<file path="src/hdl/hsl_pkg.sv">
// ----------------------------------------------------------------------------
// hsl_pkg
// Shared constants and types for the HSL to RGB converter pipeline.
// ----------------------------------------------------------------------------
package hsl_pkg;

  // Input limits and hue geometry, in whole degrees and whole percent
  localparam int unsigned HUE_TURN  = 360;
  localparam int unsigned HUE_THIRD = HUE_TURN / 3;
  localparam int unsigned SIXTH     = HUE_TURN / 6;
  localparam int unsigned PCT_FULL  = 100;
  localparam int unsigned CHAN_MAX  = 255;

  // Field widths
  localparam int unsigned HUE_W  = 9;
  localparam int unsigned PCT_W  = 7;
  localparam int unsigned CHAN_W = 8;

  // p, q and q - p in units of 1/10000 (at most 10000)
  localparam int unsigned PQ_W  = 14;
  // Channel numerator over 10000 * 60 (at most 600000)
  localparam int unsigned NUM_W = 20;

  // Byte scaling: v = (num * 510 + 600000) / 1200000
  //             = (num * 17 + 20000) / 40000
  //             = ((num * 17 + 20000) >> 6) / 625
  localparam int unsigned SCALE_MUL   = 17;
  localparam int unsigned ROUND_BIAS  = 20000;
  localparam int unsigned SCALED_W    = 24;
  localparam int unsigned PRE_SHIFT   = 6;
  localparam int unsigned QUOT_IN_W   = SCALED_W - PRE_SHIFT;
  // Reciprocal of 625 scaled by 2^28, rounded up; exact for 18-bit dividends
  localparam int unsigned RECIP_SHIFT = 28;
  localparam int unsigned RECIP_MUL   = 429497;
  localparam int unsigned RECIP_W     = 37;

  // Word handed from the front stage to one channel lane
  typedef struct packed {
    logic [PQ_W-1:0]  p;
    logic [PQ_W-1:0]  diff;
    logic [HUE_W-1:0] hue_pos;
  } hsl_lane_t;

endpackage

</file>
<file path="src/hdl/hsl_to_rgb_converter.sv">
// ----------------------------------------------------------------------------
// hsl_to_rgb_converter
// HSL to 8-bit RGB conversion, one pixel per clock, four register stages.
// ----------------------------------------------------------------------------
//   Channel   Direction  Handshake           Word
//   in_       input      start / busy        hue_deg, sat_pct, light_pct
//   out_      output     out_valid strobe    red, green, blue, range_error
//
// A word is taken on every clock edge with start high; busy stays low.
// The front stage loads on the accepting edge, then two lane stages and the
// output register follow; out_valid is driven from that output register.
// Synchronous active-low reset clears the valid bits only.
// The receiver cannot stall, so the pipeline advances on every cycle.
// ----------------------------------------------------------------------------
module hsl_to_rgb_converter (
  input  logic                         clk,
  input  logic                         rst_n,
  input  logic                         start,
  output logic                         busy,
  input  logic [hsl_pkg::HUE_W-1:0]    in_hue_deg,
  input  logic [hsl_pkg::PCT_W-1:0]    in_sat_pct,
  input  logic [hsl_pkg::PCT_W-1:0]    in_light_pct,
  output logic                         out_valid,
  output logic [hsl_pkg::CHAN_W-1:0]   out_red,
  output logic [hsl_pkg::CHAN_W-1:0]   out_green,
  output logic [hsl_pkg::CHAN_W-1:0]   out_blue,
  output logic                         out_range_error
);

  logic                         s1_valid;
  logic                         s1_err;
  hsl_pkg::hsl_lane_t           s1_red;
  hsl_pkg::hsl_lane_t           s1_green;
  hsl_pkg::hsl_lane_t           s1_blue;
  logic                         s2_valid_r;
  logic                         s2_err_r;
  logic                         s3_valid_r;
  logic                         s3_err_r;
  logic [hsl_pkg::CHAN_W-1:0]   red_byte;
  logic [hsl_pkg::CHAN_W-1:0]   green_byte;
  logic [hsl_pkg::CHAN_W-1:0]   blue_byte;
  logic                         out_valid_r;
  logic [hsl_pkg::CHAN_W-1:0]   out_red_r;
  logic [hsl_pkg::CHAN_W-1:0]   out_green_r;
  logic [hsl_pkg::CHAN_W-1:0]   out_blue_r;
  logic                         out_err_r;
  logic [hsl_pkg::CHAN_W-1:0]   red_nxt;
  logic [hsl_pkg::CHAN_W-1:0]   green_nxt;
  logic [hsl_pkg::CHAN_W-1:0]   blue_nxt;

  // Never hold off the sender
  assign busy = 1'b0;

  hsl_front u_front (
    .clk       (clk),
    .rst_n     (rst_n),
    .in_valid  (start),
    .hue_deg   (in_hue_deg),
    .sat_pct   (in_sat_pct),
    .light_pct (in_light_pct),
    .valid_r   (s1_valid),
    .err_r     (s1_err),
    .red_r     (s1_red),
    .green_r   (s1_green),
    .blue_r    (s1_blue)
  );

  hsl_lane u_lane_red (
    .clk       (clk),
    .lane_in   (s1_red),
    .chan_byte (red_byte)
  );

  hsl_lane u_lane_green (
    .clk       (clk),
    .lane_in   (s1_green),
    .chan_byte (green_byte)
  );

  hsl_lane u_lane_blue (
    .clk       (clk),
    .lane_in   (s1_blue),
    .chan_byte (blue_byte)
  );

  // Drop the channels to zero on a range error
  always_comb begin
    if (s3_err_r) begin
      red_nxt   = '0;
      green_nxt = '0;
      blue_nxt  = '0;
    end else begin
      red_nxt   = red_byte;
      green_nxt = green_byte;
      blue_nxt  = blue_byte;
    end
  end

  // Advance valid bits alongside the lanes
  always_ff @(posedge clk) begin
    if (!rst_n) begin
      s2_valid_r  <= 1'b0;
      s3_valid_r  <= 1'b0;
      out_valid_r <= 1'b0;
    end else begin
      s2_valid_r  <= s1_valid;
      s3_valid_r  <= s2_valid_r;
      out_valid_r <= s3_valid_r;
    end
  end

  // Carry the error flag and register the result word
  always_ff @(posedge clk) begin
    s2_err_r    <= s1_err;
    s3_err_r    <= s2_err_r;
    out_err_r   <= s3_err_r;
    out_red_r   <= red_nxt;
    out_green_r <= green_nxt;
    out_blue_r  <= blue_nxt;
  end

  assign out_valid       = out_valid_r;
  assign out_red         = out_red_r;
  assign out_green       = out_green_r;
  assign out_blue        = out_blue_r;
  assign out_range_error = out_err_r;

endmodule

</file>
<file path="src/hdl/hsl_front.sv">
// ----------------------------------------------------------------------------
// hsl_front
// First pipeline stage: range check, p and q levels, and the hue position
// of each of the three channels.
// ----------------------------------------------------------------------------
module hsl_front (
  input  logic                        clk,
  input  logic                        rst_n,
  input  logic                        in_valid,
  input  logic [hsl_pkg::HUE_W-1:0]   hue_deg,
  input  logic [hsl_pkg::PCT_W-1:0]   sat_pct,
  input  logic [hsl_pkg::PCT_W-1:0]   light_pct,
  output logic                        valid_r,
  output logic                        err_r,
  output hsl_pkg::hsl_lane_t          red_r,
  output hsl_pkg::hsl_lane_t          green_r,
  output hsl_pkg::hsl_lane_t          blue_r
);

  logic                        err_nxt;
  logic [15:0]                 l100;
  logic [15:0]                 s100;
  logic [15:0]                 ls;
  logic [15:0]                 q;
  logic [15:0]                 p;
  logic [15:0]                 diff;
  logic [hsl_pkg::HUE_W-1:0]   pos_red;
  logic [hsl_pkg::HUE_W-1:0]   pos_blue;
  hsl_pkg::hsl_lane_t          red_nxt;
  hsl_pkg::hsl_lane_t          green_nxt;
  hsl_pkg::hsl_lane_t          blue_nxt;

  // Flag any field outside its valid range
  assign err_nxt = (32'(hue_deg) >= hsl_pkg::HUE_TURN) ||
                   (32'(sat_pct) > hsl_pkg::PCT_FULL) ||
                   (32'(light_pct) > hsl_pkg::PCT_FULL);

  // Levels q and p in units of 1/10000
  always_comb begin
    l100 = 16'(light_pct) * 16'(hsl_pkg::PCT_FULL);
    s100 = 16'(sat_pct) * 16'(hsl_pkg::PCT_FULL);
    ls   = 16'(light_pct) * 16'(sat_pct);
    if ((32'(light_pct) << 1) < hsl_pkg::PCT_FULL) begin
      q = l100 + ls;
    end else begin
      q = l100 + s100 - ls;
    end
    p    = (l100 << 1) - q;
    diff = q - p;
  end

  // Hue positions: red leads by a third of a turn, blue lags by a third
  always_comb begin
    if (32'(hue_deg) > hsl_pkg::HUE_TURN - hsl_pkg::HUE_THIRD) begin
      pos_red = hue_deg - hsl_pkg::HUE_W'(hsl_pkg::HUE_TURN - hsl_pkg::HUE_THIRD);
    end else begin
      pos_red = hue_deg + hsl_pkg::HUE_W'(hsl_pkg::HUE_THIRD);
    end
    if (32'(hue_deg) < hsl_pkg::HUE_THIRD) begin
      pos_blue = hue_deg + hsl_pkg::HUE_W'(hsl_pkg::HUE_TURN - hsl_pkg::HUE_THIRD);
    end else begin
      pos_blue = hue_deg - hsl_pkg::HUE_W'(hsl_pkg::HUE_THIRD);
    end
  end

  // Assemble the lane words
  always_comb begin
    red_nxt.p         = p[hsl_pkg::PQ_W-1:0];
    red_nxt.diff      = diff[hsl_pkg::PQ_W-1:0];
    red_nxt.hue_pos   = pos_red;
    green_nxt.p       = p[hsl_pkg::PQ_W-1:0];
    green_nxt.diff    = diff[hsl_pkg::PQ_W-1:0];
    green_nxt.hue_pos = hue_deg;
    blue_nxt.p        = p[hsl_pkg::PQ_W-1:0];
    blue_nxt.diff     = diff[hsl_pkg::PQ_W-1:0];
    blue_nxt.hue_pos  = pos_blue;
  end

  // Advance the valid bit
  always_ff @(posedge clk) begin
    if (!rst_n) begin
      valid_r <= 1'b0;
    end else begin
      valid_r <= in_valid;
    end
  end

  // Capture the stage payload
  always_ff @(posedge clk) begin
    err_r   <= err_nxt;
    red_r   <= red_nxt;
    green_r <= green_nxt;
    blue_r  <= blue_nxt;
  end

endmodule

</file>
<file path="src/hdl/hsl_lane.sv">
// ----------------------------------------------------------------------------
// hsl_lane
// One channel lane: piecewise hue weight and product, scaled numerator,
// and reciprocal divide down to a rounded byte.
// ----------------------------------------------------------------------------
module hsl_lane (
  input  logic                          clk,
  input  hsl_pkg::hsl_lane_t            lane_in,
  output logic [hsl_pkg::CHAN_W-1:0]    chan_byte
);

  logic [6:0]                           weight;
  logic [hsl_pkg::NUM_W-1:0]            prod_nxt;
  logic [hsl_pkg::NUM_W-1:0]            base_nxt;
  logic [hsl_pkg::NUM_W-1:0]            prod_r;
  logic [hsl_pkg::NUM_W-1:0]            base_r;
  logic [hsl_pkg::NUM_W-1:0]            num;
  logic [hsl_pkg::SCALED_W-1:0]         scaled;
  logic [hsl_pkg::QUOT_IN_W-1:0]        quot_in_nxt;
  logic [hsl_pkg::QUOT_IN_W-1:0]        quot_in_r;
  logic [hsl_pkg::RECIP_W-1:0]          recip_prod;
  logic [hsl_pkg::RECIP_W-hsl_pkg::RECIP_SHIFT-1:0] quot;

  // Weight of q - p over the hue position: ramp up, flat top, ramp down, floor
  always_comb begin
    if (32'(lane_in.hue_pos) < hsl_pkg::SIXTH) begin
      weight = 7'(lane_in.hue_pos);
    end else if (32'(lane_in.hue_pos) < 3 * hsl_pkg::SIXTH) begin
      weight = 7'(hsl_pkg::SIXTH);
    end else if (32'(lane_in.hue_pos) < 4 * hsl_pkg::SIXTH) begin
      weight = 7'(hsl_pkg::HUE_W'(4 * hsl_pkg::SIXTH) - lane_in.hue_pos);
    end else begin
      weight = 7'd0;
    end
    prod_nxt = hsl_pkg::NUM_W'(lane_in.diff) * hsl_pkg::NUM_W'(weight);
    base_nxt = hsl_pkg::NUM_W'(lane_in.p) * hsl_pkg::NUM_W'(hsl_pkg::SIXTH);
  end

  // Numerator, scaled and biased for rounding, then drop the power-of-two part
  always_comb begin
    num         = base_r + prod_r;
    scaled      = hsl_pkg::SCALED_W'(num) * hsl_pkg::SCALED_W'(hsl_pkg::SCALE_MUL) +
                  hsl_pkg::SCALED_W'(hsl_pkg::ROUND_BIAS);
    quot_in_nxt = scaled[hsl_pkg::SCALED_W-1:hsl_pkg::PRE_SHIFT];
  end

  // Divide by 625 through the reciprocal, clamp to the byte range
  always_comb begin
    recip_prod = hsl_pkg::RECIP_W'(quot_in_r) * hsl_pkg::RECIP_W'(hsl_pkg::RECIP_MUL);
    quot       = recip_prod[hsl_pkg::RECIP_W-1:hsl_pkg::RECIP_SHIFT];
    if (32'(quot) > hsl_pkg::CHAN_MAX) begin
      chan_byte = hsl_pkg::CHAN_W'(hsl_pkg::CHAN_MAX);
    end else begin
      chan_byte = quot[hsl_pkg::CHAN_W-1:0];
    end
  end

  // Advance the lane stages
  always_ff @(posedge clk) begin
    prod_r    <= prod_nxt;
    base_r    <= base_nxt;
    quot_in_r <= quot_in_nxt;
  end

endmodule
</file>
<file path="config.mk">
export PLATFORM = sky130hd
export DESIGN_NAME = hsl_to_rgb_converter
export DESIGN_NICKNAME = d
export VERILOG_FILES = /design/src/hdl/hsl_pkg.sv /design/src/hdl/hsl_to_rgb_converter.sv /design/src/hdl/hsl_front.sv /design/src/hdl/hsl_lane.sv
export SDC_FILE = /design/constraint.sdc
export NUM_CORES = 2
export LEC_CHECK = 0
export BUFFER_PORTS_ARGS = -buffer_cell sky130_fd_sc_hd__buf_4
export CORE_UTILIZATION = 42
export CTS_BUF_LIST = sky130_fd_sc_hd__clkbuf_16
export DETAILED_ROUTE_END_ITERATION = 10
export PLACE_DENSITY = 0.59
export SYNTH_ARGS = -nofsm -noshare
export SYNTH_HDL_FRONTEND = slang
export SYNTH_HIERARCHICAL = 1
export SYNTH_SLANG_ARGS = --single-unit
</file>
<file path="constraint.sdc">
create_clock -name clk -period 8.9 [get_ports clk]
set_input_delay 0.445 -clock clk [delete_from_list [all_inputs] [get_ports clk]]
set_output_delay 0.445 -clock clk [all_outputs]
set_load 0.005 [all_outputs]
</file>
=== Word level (Yosys, flattened, before mapping) ===
Index checks and enable logic that the tools add are counted.

* Bits of input ports: 26
* Word-level logic and storage cells: 89
* Flip-flop bits (word level): 219

* Add/sub/neg operators: 18
* Reduce and logical (&&, ||, !) cells: 2
* $lt $le $gt $ge: 18
* Multiply operators: 13
* Multiplexer cells: 15

{| class="wikitable"
|+ Operator list
! kind !! count
|-
| $mul 18x19->37 const B || 3
|-
| $add 24x15->24 const B || 3
|-
| $mul 20x5->24 const B || 3
|-
| $mux 7 || 9
|-
| $add 20x20->20 || 3
|-
| $mul 14x7->20 || 3
|-
| $lt 9x8->1 const B || 6
|-
| $sub 14x14->14 || 3
|-
| $gt 9x8->1 const B || 4
|-
| $add 14x14->14 || 2
|-
| $lt 9x6->1 const B || 3
|-
| $mul 7x5->12 const B || 2
|-
| $mux 8 || 3
|-
| $sub 7x7->7 const A || 3
|-
| $mul 14x4->18 const B || 1
|-
| $mux 9 || 2
|-
| $gt 7x7->1 const B || 2
|-
| $mul 7x7->14 || 1
|-
| $mux 14 || 1
|-
| $add 9x7->9 const B || 1
|-
| $add 9x8->9 const B || 1
|-
| $ge 9x9->1 const B || 1
|-
| $lt 9x7->1 const B || 1
|-
| $sub 9x7->9 const B || 1
|-
| 3 further kinds || 4
|}

=== Depth between registers and ports, before layout ===
* Word-level depth: 6
* Mapped depth: 37

=== Hierarchy ===
Netlist, hierarchy kept.

{| class="wikitable"
|+ By module, submodules not included
! module !! cells an instance !! instances !! area an instance (µm²)
|-
| hsl_lane at u_lane_red || 1393 || 1 || 13223.9
|-
| hsl_lane at u_lane_green || 1355 || 1 || 13052.5
|-
| hsl_lane at u_lane_blue || 1330 || 1 || 12912.4
|-
| hsl_front || 854 || 1 || 7315.8
|-
| hsl_to_rgb_converter || 61 || 1 || 843.3
|}

=== Worst setup path after synthesis ===
Ideal clock, no wire load.

* Path kind: input to register
* From: in in_light_pct[3] (netlist name)
* To: reg u_front/blue_r[21] (netlist name)
* Required time: 8.773 ns
* Cell stages on the path: 32
* Setup slack: 1.434 ns
* Arrival time: 7.339 ns
* Cell sequence: inv_1 > nor2_1 > fa_1 > inv_1 > fa_1 > inv_1 > fa_1 > inv_1 > fa_1 > inv_1 > ha_1 > xnor2_1 > fa_1 > inv_1 > ha_1 > a21o_1 > a21oi_1 > o21bai_1 > xnor2_1 > nand2b_1 > o21ai_0 > inv_1 > ha_1 > and3_1 > a211oi_1 > maj3_4 > xor2_1 > ha_1 > and3_1 > a311oi_1 > o21ai_0 > xor2_1

* Cells in the longest elaborated chain, start to end: 6

{| class="wikitable"
|+ RTL lines
! what !! RTL line !! text
|-
| start: declaration || hsl_to_rgb_converter.sv:22 || <nowiki>input logic [hsl_pkg::PCT_W-1:0] in_light_pct,</nowiki>
|-
| $mul 7x5->12 || hsl_front.sv:40 || <nowiki>l100 = 16'(light_pct) * 16'(hsl_pkg::PCT_FULL);</nowiki>
|-
| $add 14x14->14 || hsl_front.sv:46 || <nowiki>q = l100 + s100 - ls;</nowiki>
|-
| $sub 14x14->14 || hsl_front.sv:46 ||
|-
| $mux 14 || hsl_front.sv:43 || <nowiki>if ((32'(light_pct) << 1) < hsl_pkg::PCT_FULL) begin</nowiki>
|-
| $sub 14x14->14 || hsl_front.sv:48 || <nowiki>p = (l100 << 1) - q;</nowiki>
|-
| $sub 14x14->14 (*) || hsl_front.sv:49 || <nowiki>diff = q - p;</nowiki>
|-
| via u_front.diff[12] || hsl_front.sv:26 || <nowiki>logic [15:0] diff;</nowiki>
|-
| end signal: assignment || hsl_front.sv:93 || <nowiki>blue_r <= blue_nxt;</nowiki>
|-
| end: declaration || hsl_front.sv:17 || <nowiki>output hsl_pkg::hsl_lane_t blue_r</nowiki>
|}

The timed path passes the listed nets; every way through them passes the cells marked *.
A chain may end at the register's enable or synchronous reset.

=== Worst setup path in the final report ===
* From: in in_sat_pct[3] (netlist name)
* To: reg u_front/blue_r[21] (netlist name)

* Cells in the longest elaborated chain, start to end: 6

{| class="wikitable"
|+ RTL lines
! what !! RTL line !! text
|-
| start: declaration || hsl_to_rgb_converter.sv:21 || <nowiki>input logic [hsl_pkg::PCT_W-1:0] in_sat_pct,</nowiki>
|-
| $mul 7x5->12 || hsl_front.sv:41 || <nowiki>s100 = 16'(sat_pct) * 16'(hsl_pkg::PCT_FULL);</nowiki>
|-
| $add 14x14->14 || hsl_front.sv:46 ||
|-
| $sub 14x14->14 || hsl_front.sv:46 ||
|-
| $mux 14 (*) || hsl_front.sv:43 ||
|-
| $sub 14x14->14 || hsl_front.sv:48 ||
|-
| $sub 14x14->14 (*) || hsl_front.sv:49 ||
|-
| via u_front.diff[12] || hsl_front.sv:26 ||
|}

Marks and branches as above.

==> impl_metrics.csv <==
group,metric,value,unit
floorplanning,boundaryPins,53,
floorplanning,die_w,338,um
sta,hold_viol_final,0,
critical_path,cp-end-kind,"flop",
sta,worst_hold_slack,0.0564,ns
layout,regArea,4940,um^2
drt,wl_per_cell,15.3,um
synthesis,ys_ff_latch,247,
synthesis,synth_cells,4993,
clock_tree,cts_tree,"done",
drt,viasPerCell,4.93,
placed_design,dp_hpwl,86700,um
floorplanning,start_util,0.425,
critical_path,path_max_fanout,9,
clock_tree,clkSinkCount,247,
synthesis,ys_warn_count,6,
critical_path,crit_arrival,8.16,ns
grt,antenna_found_initial,0,
min_path,hold_class,"in2reg",
sta,tightest_slew,1.12,ns
critical_path,start_kind,"primary input",
synthesis,yosys.area.top_type,"fa_1",
sta,setup_viol,0,
drt,drt_wl_total,100000,um
floorplanning,die_area,114000,um^2
drt,first_pass_iters,5,
placed_design,portBuffers,51,
grt,grt_first_pass_wirelength,169000,um
placed_design,dpl_cell_area,49300,um^2
critical_path,cpMaxStageDelayCell,"fa_1",
placed_design,post-place-cells,6499,
critical_path,critPathKind,"in2reg",
synthesis,synth_area_leaders,"fa_1, ha_1, dfxtp_1",
synthesis,syn_avg_cell_area,9.48,um^2
layout,drive_gt1_frac,0.0455,
floorplanning,fp-row-count,122,
clock_tree,clk_latency,0.63,ns
critical_path,cpMostUsedCell,"ha_1",
synthesis,synth-async-reset-ratio,0,
sta,layout_min_cycle_time,7.66,ns
synthesis,synth.most_common_cell,"inv_1",
layout,final_nets,6725,
drt,drc,0,
critical_path,cp.required,9.39,ns
sta,timing.final.crit_share,0.861,
outcome,status,"finished clean",
synthesis,synth_edf_count,0,
clock_tree,clk_path_buf_depth,3,
placed_design,routabilityCongestion,0.906,
critical_path,crit_path_max_incr_delay,0.54,ns
floorplanning,fp.dieH,338,um
layout,area_growth,6.50,%
layout,diodes,0,
clock_tree,path_clk_slew,0.06,ns
sta,rsz0062_at_grt,"false",
clock_tree,cts_setup_buffers,0,
drt,postRouteAntennaNets,0,
grt,grt_max_degree,28,
synthesis,mappedNetlistArea,47300,um^2
sta,report.final.slew_viol_count,0,
layout,multi_input_area,37900,um^2
synthesis,ys.flop_type,"dfxtp_1",
floorplanning,core,111000,um^2
sta,relSlewSlack,0.249,
grt,track_usage,0.182,
clock_tree,cts_root_buf,"clkbuf_16",
grt,grt_pass1_vias,33304,
grt,overflow,0,
synthesis,ys_seq_area_frac,0.104,
layout,fin_area,50400,um^2
layout,finalNonFillerCells,6566,
synthesis,synth.distinct_cells,104,
drt,vias,32376,
clock_tree,cts_htree_levels,1,
layout,fillers,10764,
synthesis,synthTopCellsByCount,"inv_1, ha_1, fa_1",
clock_tree,cts_resized,0,
run,cap_violations,0,
sta,fmax,0.131,GHz
synthesis,synth_top_area_frac,0.292,
sta,setup_tns,0,ns
clock_tree,cts_inserted_buffers,31,
drt,drt_iter0_drc,1371,
sta,finalClockSkew,0.0268,ns
[timing repair]
action	4_1_cts	5_1_grt
hold buffers	10	0
hold endpoints to repair	10	0
endpoints found under the setup margin	0	0
[path summary, 6_finish.rpt]
check	startpoint	endpoint	slack [ns]	depth (start not counted)
worst max-delay path	in_sat_pct[3]	u_front/blue_r[21]$_DFF_P_	1.24	33
worst max register to register	u_front/blue_r[2]$_DFF_P_	u_lane_blue/prod_r[19]$_DFF_P_	2.19	24
worst min-delay path	rst_n	out_valid$_SDFF_PN0_	0.06	2
worst min register to register	u_front/err_r$_DFF_P_	s2_err_r$_DFF_P_	0.34	0
[cells by family after synthesis]
logic type,after synthesis,synth area share
AO/OA/AOI/OAI,697,0.100
XOR/XNOR,271,0.0506
adder cells (fa/ha/maj),1646,0.545
buffers and inverters,1156,0.0971
flip-flops,247,0.104
multiplexers,8,0.00185
other,8,0.000634
AND/OR/NAND/NOR,960,0.100
[cell usage in the layout, fill, tap and decap left out, types with 14 or more instances in the layout]
cell / count
clkbuf_16: 31
fa_1: 691
o21a_1: 43
o211ai_1: 16
a21o_1: 71
ha_1: 954
nand4_1: 20
nand2b_1: 32
a211o_1: 14
a31oi_1: 21
a21oi_1: 200
xnor2_1: 202
or2_2: 25
or3_1: 24
conb_1: 43
nand2_1: 295
nand3_1: 61
xor2_1: 67
o21ai_0: 101
nor2b_1: 28
a211oi_1: 32
nor2_1: 205
inv_1: 1063
and3_1: 31
o21bai_1: 40
and2_1: 105
buf_4: 75
nor2b_2: 14
nor3_1: 67
dfxtp_1: 247
[state kept, by name, summed over array words and instances (netlist names), 18 cells and up]
signal                  cells
u_lane_blue/base_r         18
u_lane_red/base_r          18
u_lane_red/quot_in_r       18
u_front/blue_r             35
u_lane_green/prod_r        20
u_lane_green/base_r        18
u_lane_blue/quot_in_r      18
u_lane_green/quot_in_r     18
u_lane_red/prod_r          20
u_lane_blue/prod_r         20
[area by class of cell]
type	instances	share of cell area
Multi-Input combinational cell	3625	0.752
Sequential cell	247	0.0981
Inverter	1064	0.0792
Tap cell	1488	0.0369
Clock buffer	31	0.0154
Timing Repair Buffer	85	0.0132
Clock inverter	26	0.00494
[layer usage]
metal / global-route usage / vias up / part of all wire / wire, um
li1: - / 16194 / - / -
met1: 0.254 / 15706 / 0.49 / 48900
met2: 0.306 / 376 / 0.46 / 46500
met3: 0.0193 / 100 / 0.030 / 3000
met4: 0.0338 / 0 / 0.019 / 1910
met5: 0 / - / 0 / 0
[critical path: cells and delay by family]
kind                       cells  cell delay (ns)
buffers and inverters          6             0.65
and+or+nand+nor                4             0.80
AOI/OAI and AO/OA              9             1.77
xor gates and xnor gates       4             0.76
adders and majority gates     10             3.73
[through the flow]
stage / worst slack, ns / util
2_1_floorplan: 1.43 / -
3_3_place_gp: 0.667 / 0.443
3_5_place_dp: 0.617 / 0.443
4_1_cts: 1.24 / 0.453
5_1_grt: 0.749 / 0.453
6_report: 1.24 / 0.453
Power is left out: the tool's default activity adds up to more than one toggle a clock period on the data nets, which glitch-free logic cannot reach.
